==> src/rtl/wwr_pkg.sv <==
// ----------------------------------------------------------------------------
// wwr_pkg
// shared constants, codes and types of the whole word replacer
// ----------------------------------------------------------------------------
`default_nettype none

package wwr_pkg;

    // default longest pattern / replacement, in bytes
    localparam int MAX_WORD_DEF = 8;

    // word separator
    localparam logic [7:0] SPACE_CHAR = 8'd32;

    // request op codes
    localparam logic OP_TEXT = 1'b0;
    localparam logic OP_END  = 1'b1;

    // configuration register indexes
    typedef logic [1:0] t_cfg_idx;
    localparam t_cfg_idx CFG_PATTERN_TEXT     = 2'd0;
    localparam t_cfg_idx CFG_PATTERN_LEN      = 2'd1;
    localparam t_cfg_idx CFG_REPLACEMENT_TEXT = 2'd2;
    localparam t_cfg_idx CFG_REPLACEMENT_LEN  = 2'd3;

    // control from the word engine to the output serializer
    typedef struct packed {
        logic load;
        logic has_char;
        logic end_of_text;
    } t_burst_ctl;

endpackage

`default_nettype wire

==> src/rtl/whole_word_replacer_top.sv <==
// ----------------------------------------------------------------------------
// whole_word_replacer_top
// replaces every space separated word equal to a pattern by a replacement
// ----------------------------------------------------------------------------
//
//  channel   signals                                   direction
//  input     i_valid / o_ready, i_op, i_in_char        request in
//  output    o_valid / i_ready, o_out_char, o_has_char,
//            o_last_of_run, o_end_of_text              request out
//  config    i_cfg_valid / o_cfg_ready, i_cfg_index,
//            i_cfg_data                                register write in
//
//  a text byte buffered into the current word gives no result; a request
//  with k results, k from 1 to MAX_WORD+1, holds the input until the
//  last result is taken; the output register sends one byte per cycle
//  while i_ready is high; the next request is taken in the cycle the
//  last result of the previous one is taken, so a full output side sees
//  no bubble; reset is synchronous, active low, and clears the word
//  state and all configuration registers and empties the output register;
//  there is no clearing pass; the configuration port is always ready
// ----------------------------------------------------------------------------
`default_nettype none

module whole_word_replacer_top #(
    parameter int MAX_WORD = wwr_pkg::MAX_WORD_DEF
) (
    input  wire logic              i_clk,
    input  wire logic              i_rst_n,
    // text input
    input  wire logic              i_valid,
    output logic                   o_ready,
    input  wire logic              i_op,
    input  wire logic [7:0]        i_in_char,
    // result output
    output logic                   o_valid,
    input  wire logic              i_ready,
    output logic      [7:0]        o_out_char,
    output logic                   o_has_char,
    output logic                   o_last_of_run,
    output logic                   o_end_of_text,
    // configuration writes
    input  wire logic              i_cfg_valid,
    output logic                   o_cfg_ready,
    input  wire wwr_pkg::t_cfg_idx i_cfg_index,
    input  wire logic [63:0]       i_cfg_data
);
    import wwr_pkg::*;

    localparam int CW = $clog2(MAX_WORD + 2);

    // configuration registers
    logic [63:0] r_pattern_text, r_replacement_text;
    logic [3:0]  r_pattern_len, r_replacement_len;

    // burst from the word engine into the result register
    t_burst_ctl                burst_ctl;
    logic [CW-1:0]             burst_count;
    logic [8*(MAX_WORD+1)-1:0] burst_bytes;
    logic                      emit_free;
    logic                      accept;

    assign o_cfg_ready = 1'b1;
    assign o_ready     = emit_free;
    assign accept      = i_valid && emit_free;

    always_ff @(posedge i_clk) begin
        if (!i_rst_n) begin
            r_pattern_text     <= '0;
            r_pattern_len      <= '0;
            r_replacement_text <= '0;
            r_replacement_len  <= '0;
        end else if (i_cfg_valid) begin
            case (i_cfg_index)
                CFG_PATTERN_TEXT:     r_pattern_text     <= i_cfg_data;
                CFG_PATTERN_LEN:      r_pattern_len      <= i_cfg_data[3:0];
                CFG_REPLACEMENT_TEXT: r_replacement_text <= i_cfg_data;
                CFG_REPLACEMENT_LEN:  r_replacement_len  <= i_cfg_data[3:0];
                default: ;
            endcase
        end
    end

    // word buffer, match and burst build
    wwr_core #(
        .MAX_WORD (MAX_WORD)
    ) u_core (
        .i_clk              (i_clk),
        .i_rst_n            (i_rst_n),
        .i_accept           (accept),
        .i_op               (i_op),
        .i_in_char          (i_in_char),
        .i_pattern_text     (r_pattern_text),
        .i_pattern_len      (r_pattern_len),
        .i_replacement_text (r_replacement_text),
        .i_replacement_len  (r_replacement_len),
        .o_ctl              (burst_ctl),
        .o_count            (burst_count),
        .o_bytes            (burst_bytes)
    );

    // result register, one byte per cycle while i_ready is high
    wwr_emit #(
        .MAX_WORD (MAX_WORD)
    ) u_emit (
        .i_clk         (i_clk),
        .i_rst_n       (i_rst_n),
        .i_ctl         (burst_ctl),
        .i_count       (burst_count),
        .i_bytes       (burst_bytes),
        .o_free        (emit_free),
        .o_valid       (o_valid),
        .i_ready       (i_ready),
        .o_out_char    (o_out_char),
        .o_has_char    (o_has_char),
        .o_last_of_run (o_last_of_run),
        .o_end_of_text (o_end_of_text)
    );

endmodule

`default_nettype wire

==> src/rtl/wwr_core.sv <==
// ----------------------------------------------------------------------------
// wwr_core
// word state and single pass burst build for one accepted request
// ----------------------------------------------------------------------------
`default_nettype none

module wwr_core #(
    parameter int  MAX_WORD = wwr_pkg::MAX_WORD_DEF,
    localparam int LW       = $clog2(MAX_WORD + 1),
    localparam int CW       = $clog2(MAX_WORD + 2)
) (
    input  wire logic                      i_clk,
    input  wire logic                      i_rst_n,
    input  wire logic                      i_accept,
    input  wire logic                      i_op,
    input  wire logic [7:0]                i_in_char,
    input  wire logic [63:0]               i_pattern_text,
    input  wire logic [3:0]                i_pattern_len,
    input  wire logic [63:0]               i_replacement_text,
    input  wire logic [3:0]                i_replacement_len,
    output wwr_pkg::t_burst_ctl            o_ctl,
    output logic      [CW-1:0]             o_count,
    output logic      [8*(MAX_WORD+1)-1:0] o_bytes
);
    import wwr_pkg::*;

    localparam logic [3:0] MAX_L = 4'(MAX_WORD);

    logic [7:0]    r_buf [MAX_WORD];
    logic [LW-1:0] r_wlen, n_wlen;
    logic          r_pass, n_pass;

    logic [LW-1:0] plen, rlen;
    logic          match;
    logic          is_end, word_end, grow, use_rep, empty, app;
    logic [CW-1:0] flush_n, n0;
    logic [7:0]    c_eff;

    // lengths above the buffer depth saturate
    assign plen = LW'((i_pattern_len > MAX_L) ? MAX_L : i_pattern_len);
    assign rlen = LW'((i_replacement_len > MAX_L) ? MAX_L : i_replacement_len);

    always_comb begin
        match = (r_wlen == plen);
        for (int i = 0; i < MAX_WORD; i++) begin
            if (LW'(i) < plen && r_buf[i] != i_pattern_text[8*i +: 8]) begin
                match = 1'b0;
            end
        end
    end

    always_comb begin
        is_end   = (i_op == OP_END);
        word_end = is_end || (i_in_char == SPACE_CHAR);
        grow     = !word_end && !r_pass && (r_wlen < plen);
        use_rep  = word_end && !r_pass && match;
        flush_n  = use_rep ? CW'(rlen) : CW'(r_wlen);
        n0       = r_pass ? '0 : flush_n;
        empty    = (n0 == '0);
        app      = is_end ? empty : 1'b1;
        c_eff    = is_end ? 8'd0 : i_in_char;

        o_count           = n0 + CW'(app);
        o_ctl.load        = i_accept && !grow;
        o_ctl.has_char    = !(is_end && empty);
        o_ctl.end_of_text = is_end;

        // word bytes first, then the trailing byte
        for (int i = 0; i <= MAX_WORD; i++) begin
            o_bytes[8*i +: 8] = c_eff;
            if (i < MAX_WORD && CW'(i) < n0) begin
                o_bytes[8*i +: 8] = use_rep ? i_replacement_text[8*i +: 8] : r_buf[i];
            end
        end

        n_wlen = r_wlen;
        n_pass = r_pass;
        if (word_end) begin
            n_wlen = '0;
            n_pass = 1'b0;
        end else if (!r_pass) begin
            if (grow) begin
                n_wlen = r_wlen + LW'(1);
            end else begin
                n_wlen = '0;
                n_pass = 1'b1;
            end
        end
    end

    always_ff @(posedge i_clk) begin
        if (!i_rst_n) begin
            r_wlen <= '0;
            r_pass <= 1'b0;
        end else if (i_accept) begin
            r_wlen <= n_wlen;
            r_pass <= n_pass;
        end
    end

    always_ff @(posedge i_clk) begin
        for (int i = 0; i < MAX_WORD; i++) begin
            if (i_accept && grow && r_wlen == LW'(i)) begin
                r_buf[i] <= i_in_char;
            end
        end
    end

endmodule

`default_nettype wire

==> src/rtl/wwr_emit.sv <==
// ----------------------------------------------------------------------------
// wwr_emit
// result register that sends a loaded burst one byte per cycle while i_ready is high
// ----------------------------------------------------------------------------
`default_nettype none

module wwr_emit #(
    parameter int  MAX_WORD = wwr_pkg::MAX_WORD_DEF,
    localparam int CW       = $clog2(MAX_WORD + 2)
) (
    input  wire logic                      i_clk,
    input  wire logic                      i_rst_n,
    input  wire wwr_pkg::t_burst_ctl       i_ctl,
    input  wire logic [CW-1:0]             i_count,
    input  wire logic [8*(MAX_WORD+1)-1:0] i_bytes,
    output logic                           o_free,
    output logic                           o_valid,
    input  wire logic                      i_ready,
    output logic      [7:0]                o_out_char,
    output logic                           o_has_char,
    output logic                           o_last_of_run,
    output logic                           o_end_of_text
);
    import wwr_pkg::*;

    logic [8*(MAX_WORD+1)-1:0] r_bytes;
    logic [CW-1:0]             r_left;
    logic                      r_has, r_eot, r_busy;
    logic                      pop, last;

    assign last   = (r_left == CW'(1));
    assign pop    = r_busy && i_ready;
    assign o_free = !r_busy || (pop && last);

    assign o_valid       = r_busy;
    assign o_out_char    = r_bytes[7:0];
    assign o_has_char    = r_has;
    assign o_last_of_run = last;
    assign o_end_of_text = r_eot && last;

    always_ff @(posedge i_clk) begin
        if (!i_rst_n) begin
            r_busy <= 1'b0;
            r_left <= '0;
        end else if (i_ctl.load) begin
            r_busy <= 1'b1;
            r_left <= i_count;
        end else if (pop) begin
            r_left <= r_left - CW'(1);
            if (last) begin
                r_busy <= 1'b0;
            end
        end
    end

    always_ff @(posedge i_clk) begin
        if (i_ctl.load) begin
            r_bytes <= i_bytes;
            r_has   <= i_ctl.has_char;
            r_eot   <= i_ctl.end_of_text;
        end else if (pop) begin
            r_bytes <= r_bytes >> 8;
        end
    end

endmodule

`default_nettype wire

==> config.mk <==
export PLATFORM = sky130hd
export DESIGN_NAME = whole_word_replacer_top
export DESIGN_NICKNAME = d
export VERILOG_FILES = /design/src/rtl/wwr_pkg.sv /design/src/rtl/whole_word_replacer_top.sv /design/src/rtl/wwr_core.sv /design/src/rtl/wwr_emit.sv
export SDC_FILE = /design/constraint.sdc
export NUM_CORES = 1
export LEC_CHECK = 0
export BUFFER_PORTS_ARGS = -buffer_cell sky130_fd_sc_hd__buf_2
export CORE_MARGIN = 1.5
export CORE_UTILIZATION = 40
export CTS_BUF_LIST = sky130_fd_sc_hd__clkbuf_8
export DETAILED_ROUTE_END_ITERATION = 10
export HOLD_SLACK_MARGIN = 0.06
export PLACE_DENSITY = 0.66
export SLEW_MARGIN = 10
export SYNTH_ARGS = -nofsm -noshare
export SYNTH_HDL_FRONTEND = slang
export SYNTH_SLANG_ARGS = --single-unit
==> constraint.sdc <==
create_clock -name i_clk -period 4.1 [get_ports i_clk]
set_input_delay 0.615 -clock i_clk [delete_from_list [all_inputs] [get_ports i_clk]]
set_output_delay 0.615 -clock i_clk [all_outputs]
set_load 0.01 [all_outputs]
# Yosys cells after proc, flatten, opt, wreduce, memory -nomap -nowiden
# Memories as Yosys holds them, arrays and structs flattened.
# Cells that the tools add are included.
# totals
reg_bits	220
latchBits	0
mem_bits_rw	64
mem_bits_ro	0
in_bits	80
out_inout_bits	14
wordCells	188
memories	1
# memory_table
memory	words	word_bits	read_ports	rd_ports_with_merged_regs	write_ports	line_no	rtl
u_core.r_buf	8	8	8	0	1	wwr_core.sv:29	logic [7:0] r_buf [MAX_WORD];
# op_classes
addsub	3
n_mul	0
div_mod_pow	0
magnitude_cmp	19
eq_ne	22
shift	0
muxes	80
bitwise	0
n_reduce_logical	52
# op_table
op	n
8-bit 2-to-1 mux	24
72-bit 2-to-1 mux	2
8-bit != test	8
8-bit OR reduction	7
1-bit 2-to-1 mux	38
4-bit 2-to-1 mux	9
3-bit by 4-bit less-than comparator with 1-bit output (first input constant)	8
1-bit logical AND	27
3-bit 2-to-1 mux	7
4-bit by 3-bit == test with 1-bit output (second input constant)	4
1-bit by 4-bit less-than comparator with 1-bit output (first input constant)	4
2-bit by 4-bit less-than comparator with 1-bit output (first input constant)	4
2-bit AND reduction	6
4-bit by 1-bit == test with 1-bit output (second input constant)	2
4-bit by 2-bit == test with 1-bit output (second input constant)	2
8-bit by 6-bit == test with 1-bit output (second input constant)	1
4-bit > comparator (second input constant)	2
4-bit logical NOT	2
1-bit logical NOT	5
4-bit by 1-bit adder with 4-bit output	1
4-bit by 1-bit adder with 4-bit output (second input constant)	1
2-bit == test (second input constant)	2
4-bit == test	1
4-bit less-than comparator	1
other kinds (6)	8

# Depth between registers and ports, before layout
# depth
depth_word	19
depth_mapped	17
ltp_nobuf	14

# Hierarchy
# Synthesis repeated with hierarchy kept, for this count alone.
# unflattened
hier_cells	1155
area_unflattened_um2	13588.0
# modules_own_cells
module	n_inst	cells_each	area_per_inst_um2
whole_word_replacer_top	1	515	5187.5
wwr_core	1	444	5018.6
wwr_emit	1	196	3382.0

# Worst setup path after synthesis
# OpenSTA, ideal clock, no wires.
# synth_path
path_kind	input -> register
startpoint	in i_in_char[5]
endpoint	reg u_emit.r_bytes[0] (enable)
arrival_ns	3.289
t_required_ns	3.357
path_slack_ns	0.068
stages	7
path_cell_list	nor4b_2 a21oi_1 nor3b_1 a21o_1 clkbuf_1 clkbuf_1 nand2_1
# synth_via
elab_chain_len	8
# synth_rtl
item	line_no	rtl
start, declared	whole_word_replacer_top.sv:33	input wire logic [7:0] i_in_char,
8-bit by 6-bit == test with 1-bit output	wwr_core.sv:54	word_end = is_end || (i_in_char == SPACE_CHAR);
1-bit logical OR	wwr_core.sv:54	
1-bit logical NOT	wwr_core.sv:55	grow = !word_end && !r_pass && (r_wlen < plen);
1-bit logical AND (2 in series)	wwr_core.sv:55	
1-bit logical NOT	wwr_core.sv:64	o_ctl.load = i_accept && !grow;
1-bit logical AND	wwr_core.sv:64	
2-bit nonzero test (no source line)	--	
end signal, assigned	wwr_emit.sv:58	r_bytes <= i_bytes;
end signal, assigned	wwr_emit.sv:62	r_bytes <= r_bytes >> 8;
end, declared	wwr_emit.sv:26	logic [8*(MAX_WORD+1)-1:0] r_bytes;
# Every way passes these cells.
# A chain may end at the register's enable or synchronous reset.

# Worst setup path in the final report
# layout_path
startpoint	reg r_pattern_len[3]
endpoint	mem u_core.r_buf[5][0] (netlist: u_core.r_buf[1][8]) (enable)
# layout_via
elab_chain_len	16
word_cells_on_any_way	50
classes_between	order compare (2); mux (31); reduce/logical (17)
# layout_rtl
item	line_no	rtl
start, declared	whole_word_replacer_top.sv:53	logic [3:0] r_pattern_len, r_replacement_len;
start signal, assigned	whole_word_replacer_top.sv:75	CFG_PATTERN_LEN: r_pattern_len <= i_cfg_data[3:0];
4-bit > comparator	wwr_core.sv:40	assign plen = LW'((i_pattern_len > MAX_L) ? MAX_L : i_pattern_len);
4-bit 2-to-1 mux *	wwr_core.sv:40	
4-bit less-than comparator *	wwr_core.sv:55	
1-bit logical AND *	wwr_core.sv:55	
1-bit logical AND *	wwr_core.sv:103	if (i_accept && grow && r_wlen == LW'(i)) begin
1-bit logical AND	wwr_core.sv:103	
1-bit 2-to-1 mux	wwr_core.sv:103	
1-bit 2-to-1 mux (implied by the code)	wwr_core.sv:104	r_buf[i] <= i_in_char;
8-bit OR reduction (no source line)	--	
3-bit 2-to-1 mux (no source line) or 1-bit 2-to-1 mux (tied branches) (7 in series)	--	
end, declared	wwr_core.sv:29	
# Mark *: on every way between the ends. The rest lies on a longest branch, timed or not.

==> flow_metrics.env <==
export IMPL_period_minus_slack_ns=3.41
export IMPL_ir_worst_vdd_mv=0.283
export IMPL_routed_wl_mm=37.5
export IMPL_slowest_stage="nor2_1"
export IMPL_cp_start_kind="flop"
export IMPL_rr_worst_depth=9
export IMPL_synth_compound_area_frac=0.150
export IMPL_synth_simple_area_share=0.188
export IMPL_io_pins=94
export IMPL_dieArea_sq_um=33800
export IMPL_synth_area_per_cell_sq_um=10.2
export IMPL_power_leakage_nw=5.48
export IMPL_clock_path_buffers=3
export IMPL_p_per_area_nw_per_um2=444
export IMPL_clkTransAtPathRegs_ns=0.06
export IMPL_dp_worst_setup_slack_ns=0.370
export IMPL_synth_seq_cells=284
export IMPL_met1_usage=0.295
export IMPL_synthFlopType="dfxtp_1"
export IMPL_die_h_um=184
export IMPL_htree_levels=2
export IMPL_finalHoldViolations=0
export IMPL_rows=66
export IMPL_grt_use_met3=0.0400
export IMPL_vias=10086
export IMPL_rr_endpoint="u_core.r_buf[1][8]"
export IMPL_synth_top_area_share=0.317
export IMPL_p_int_mw=4.89
export IMPL_status="completed"
export IMPL_comb_power_share=0.116
export IMPL_tritoncts="built"
export IMPL_seq_area_sq_um=7070
export IMPL_nNetsFinal=1463
export IMPL_rsz0062_at_grt="false"
export IMPL_yosysSeqAreaShare=0.540
export IMPL_synth_top_area_cell="edfxtp_1"
export IMPL_hold_buffers=0
export IMPL_r2r_slack_ns=0.69
export IMPL_crit_buf_inv=1
export IMPL_path_common_cell="nand2_1"
export IMPL_drive_above_1_share=0.158
export IMPL_synth_edf_count=138
export IMPL_cpPeakStageDelay_ns=0.58
export IMPL_gr_max_usage_layer="met2"
export IMPL_fin_util=0.462
export IMPL_cts_buffers=48
export IMPL_worst_pin_slew_ns=0.985
export IMPL_slew_viol_final=0
export IMPL_viasPerCell=5.44
export IMPL_worstSetupStartpoint="r_pattern_len[3]"
export IMPL_cts_sinks=284
export IMPL_multi_input_area_sq_um=5600
export IMPL_diodes=0
export IMPL_seqPwrFrac=0.495
export IMPL_grt_start_max_net_pins=104
export IMPL_cp_max_fo=12
export IMPL_grt_overflow=0
export IMPL_clkLatencyLatePin_ns=0.57
export IMPL_p_total_mw=6.63
export IMPL_die_x_um=184
export IMPL_power_switching_mw=1.74
export IMPL_holdCritPathClass="in -> reg"
export IMPL_fmax_mhz=294
export IMPL_cts_resized=0
export IMPL_avgRoutedWirePerCell_um=20.3
export IMPL_relSlewSlack=0.343
export IMPL_area_delta_synth_final_pct=14.3
export IMPL_synth_warnings=0
export IMPL_critPathArrivalTime_ns=3.62
export IMPL_grt_pass1_vias=9876
export IMPL_yosys_top_cells_area="edfxtp_1, dfxtp_1, nand2_1"
export IMPL_syn_num_nets=1381
export IMPL_synth_cell_types=66
export IMPL_power_frac_clock=0.389
export IMPL_met2_usage=0.371
export IMPL_crit_path_end_kind="flop"
export IMPL_drtIter0Drc=890
export IMPL_start_util=0.404
export IMPL_antenna_left=0
export IMPL_path_class="reg -> reg"
export IMPL_cp_depth=9
export IMPL_nFillCells=3115
export IMPL_firstDrtPassIters=5
export IMPL_fin_skew_ns=0.0225
export IMPL_path_cells="inv_1, nand2_1, ha_1, nor2b_1, o21a_1, o21ai_0, nand2_1, nor2_1, and4_1"
export IMPL_track_usage=0.224
export IMPL_swShare=0.263
export IMPL_critPathTopFamily="simple AND/OR/NAND/NOR gates"
export IMPL_worstReg2RegStart="r_pattern_len[3]"
export IMPL_async_reset_ff_frac=0
export IMPL_synth_top_family_by_area="simple AND/OR/NAND/NOR gates"
export IMPL_netlist_area_sq_um=13100
export IMPL_crit_end="u_core.r_buf[1][8]"
export IMPL_core_region_area_sq_um=32400
export IMPL_drv_cap=0
export IMPL_antenna_found_initial=0
export IMPL_fin_ws_ns=0.695
export IMPL_crit_required_ns=4.31
export IMPL_finalInstanceArea_sq_um=15000
export IMPL_synth_fa_ha_area_frac=0.0115
export IMPL_port_buffers=92
export IMPL_grt_pass1_wl_mm=57.8
export IMPL_dpl_hpwl_mm=25.8
export IMPL_drc_errors=0
export IMPL_synth_cells=1289
export IMPL_synth_xor_area_frac=0.0455
export IMPL_finalSetupViolCount=0
export IMPL_root_buffer="clkbuf_8"
export IMPL_gp_congestion=0.889
export IMPL_cts_setup_buffers=0
export IMPL_post_route_period_util=0.831
export IMPL_placed_area_sq_um=14000
export IMPL_fin_setup_tns_ns=0
export IMPL_muxShareOfSynthArea=0.0306
cell usage after synthesis, types with 2 or more instances:
library cell  count
and2_1            3
a211oi_1          2
and4_1            6
or2_2             3
nand3b_1          3
a311o_1           2
a21boi_0        132
dfxtp_1         146
mux2i_1          40
nor4_2            5
a221o_1          16
and2_0            4
o221ai_1         16
clkbuf_1         61
nand2b_1          3
a21o_1            3
nor2_1            7
buf_1             8
buf_2            10
ha_1             12
xnor2_1          51
nand3_1         104
nor3b_1           3
buf_4            10
a21oi_1           7
o22ai_1           2
a311oi_2          4
inv_1            15
xor2_1           17
o2111ai_1        32
a22oi_1           2
o21ai_0           8
nand4_1          15
nor2b_1          14
a211o_1           2
nand2_1         339
nor4_1            9
edfxtp_1        138
a21boi_2          3
and3_1            5
o211a_1           2
tightest hold or removal path: stages:
cell	delay, ns
buf_2	0.10
nand2_1	0.04
a21boi_0	0.06
flip-flops by register name, summed over array words and instances (netlist names), 4 cells and up:
register            cells
u_emit.r_left           4
u_core.r_wlen           4
r_replacement_len       4
u_emit.r_bytes         72
u_core.r_buf           64
r_replacement_text     64
r_pattern_text         64
r_pattern_len           4
layer usage:
layer / routed length, um / up-vias
met5: 0 / -
met4: 1090 / 0
met3: 2520 / 85
met2: 17700 / 372
met1: 16200 / 4858
li1: - / 4771
how the worst min path moves through the flow:
stage                                      from                     to  slack (ns)  cells after the start
after floorplan           r_replacement_text[0]  r_replacement_text[0]        0.44                      2
after global placement    r_replacement_text[3]  r_replacement_text[3]        0.46                      2
after detailed placement  r_replacement_text[3]  r_replacement_text[3]        0.46                      2
after CTS                        i_cfg_data[54]     r_pattern_text[54]        0.29                      3
after global routing             i_cfg_data[54]     r_pattern_text[54]        0.30                      3
final                            i_cfg_data[48]     r_pattern_text[48]        0.31                      3
per-stage QoR:
stage          instances  hold slack (ns)
3_3_place_gp        1763            0.457
4_1_cts             1853            0.287
6_report            1853            0.308
3_5_place_dp        1763            0.460
2_1_floorplan       1289            0.443
5_1_grt             1853            0.295
final cells by class:
type	instances	area share
tap	442	0.0370
sequential	284	0.473
inverter	16	0.00402
multi-input combinational	899	0.374
clock inverter	35	0.0155
timing repair buffer	122	0.0460
clock buffer	55	0.0506
power groups by stage:
| stage | registers, mW | clock network, mW | logic (mW) |
|---|---|---|---|
| global route | 3.30 | 2.74 | 0.836 |
| floorplan | 3.31 | 0 | 0.513 |
| detailed placement | 3.34 | 0 | 0.760 |
| finish | 3.29 | 2.58 | 0.767 |
| CTS | 3.29 | 2.62 | 0.762 |
| global placement | 3.34 | 0 | 0.745 |
logic make-up (layout without fill, tap and decap cells):
family,count (synthesis),after routing
AND/OR/NAND/NOR,534,534
multiplexers,40,40
other,1,1
AO/OA/AOI/OAI,244,244
buffers and inverters,106,228
XOR/XNOR,68,68
flip-flops,284,284
adder cells (fa/ha/maj),12,12
cell usage in the layout, fill, tap and decap left out, drive strengths merged, types with 15 or more instances in the layout:
cell type  netlist  final
a21boi         135    135
a221o           16     16
buf             29    122
clkbuf          61     55
dfxtp          146    146
edfxtp         138    138
inv             15     32
mux2i           40     40
nand2          339    339
nand3          105    105
nand4           15     15
nor2b           15     15
o2111ai         32     32
o221ai          16     16
xnor2           51     51
xor2            17     17
Note: power is estimated with default switching activity, not from simulation.
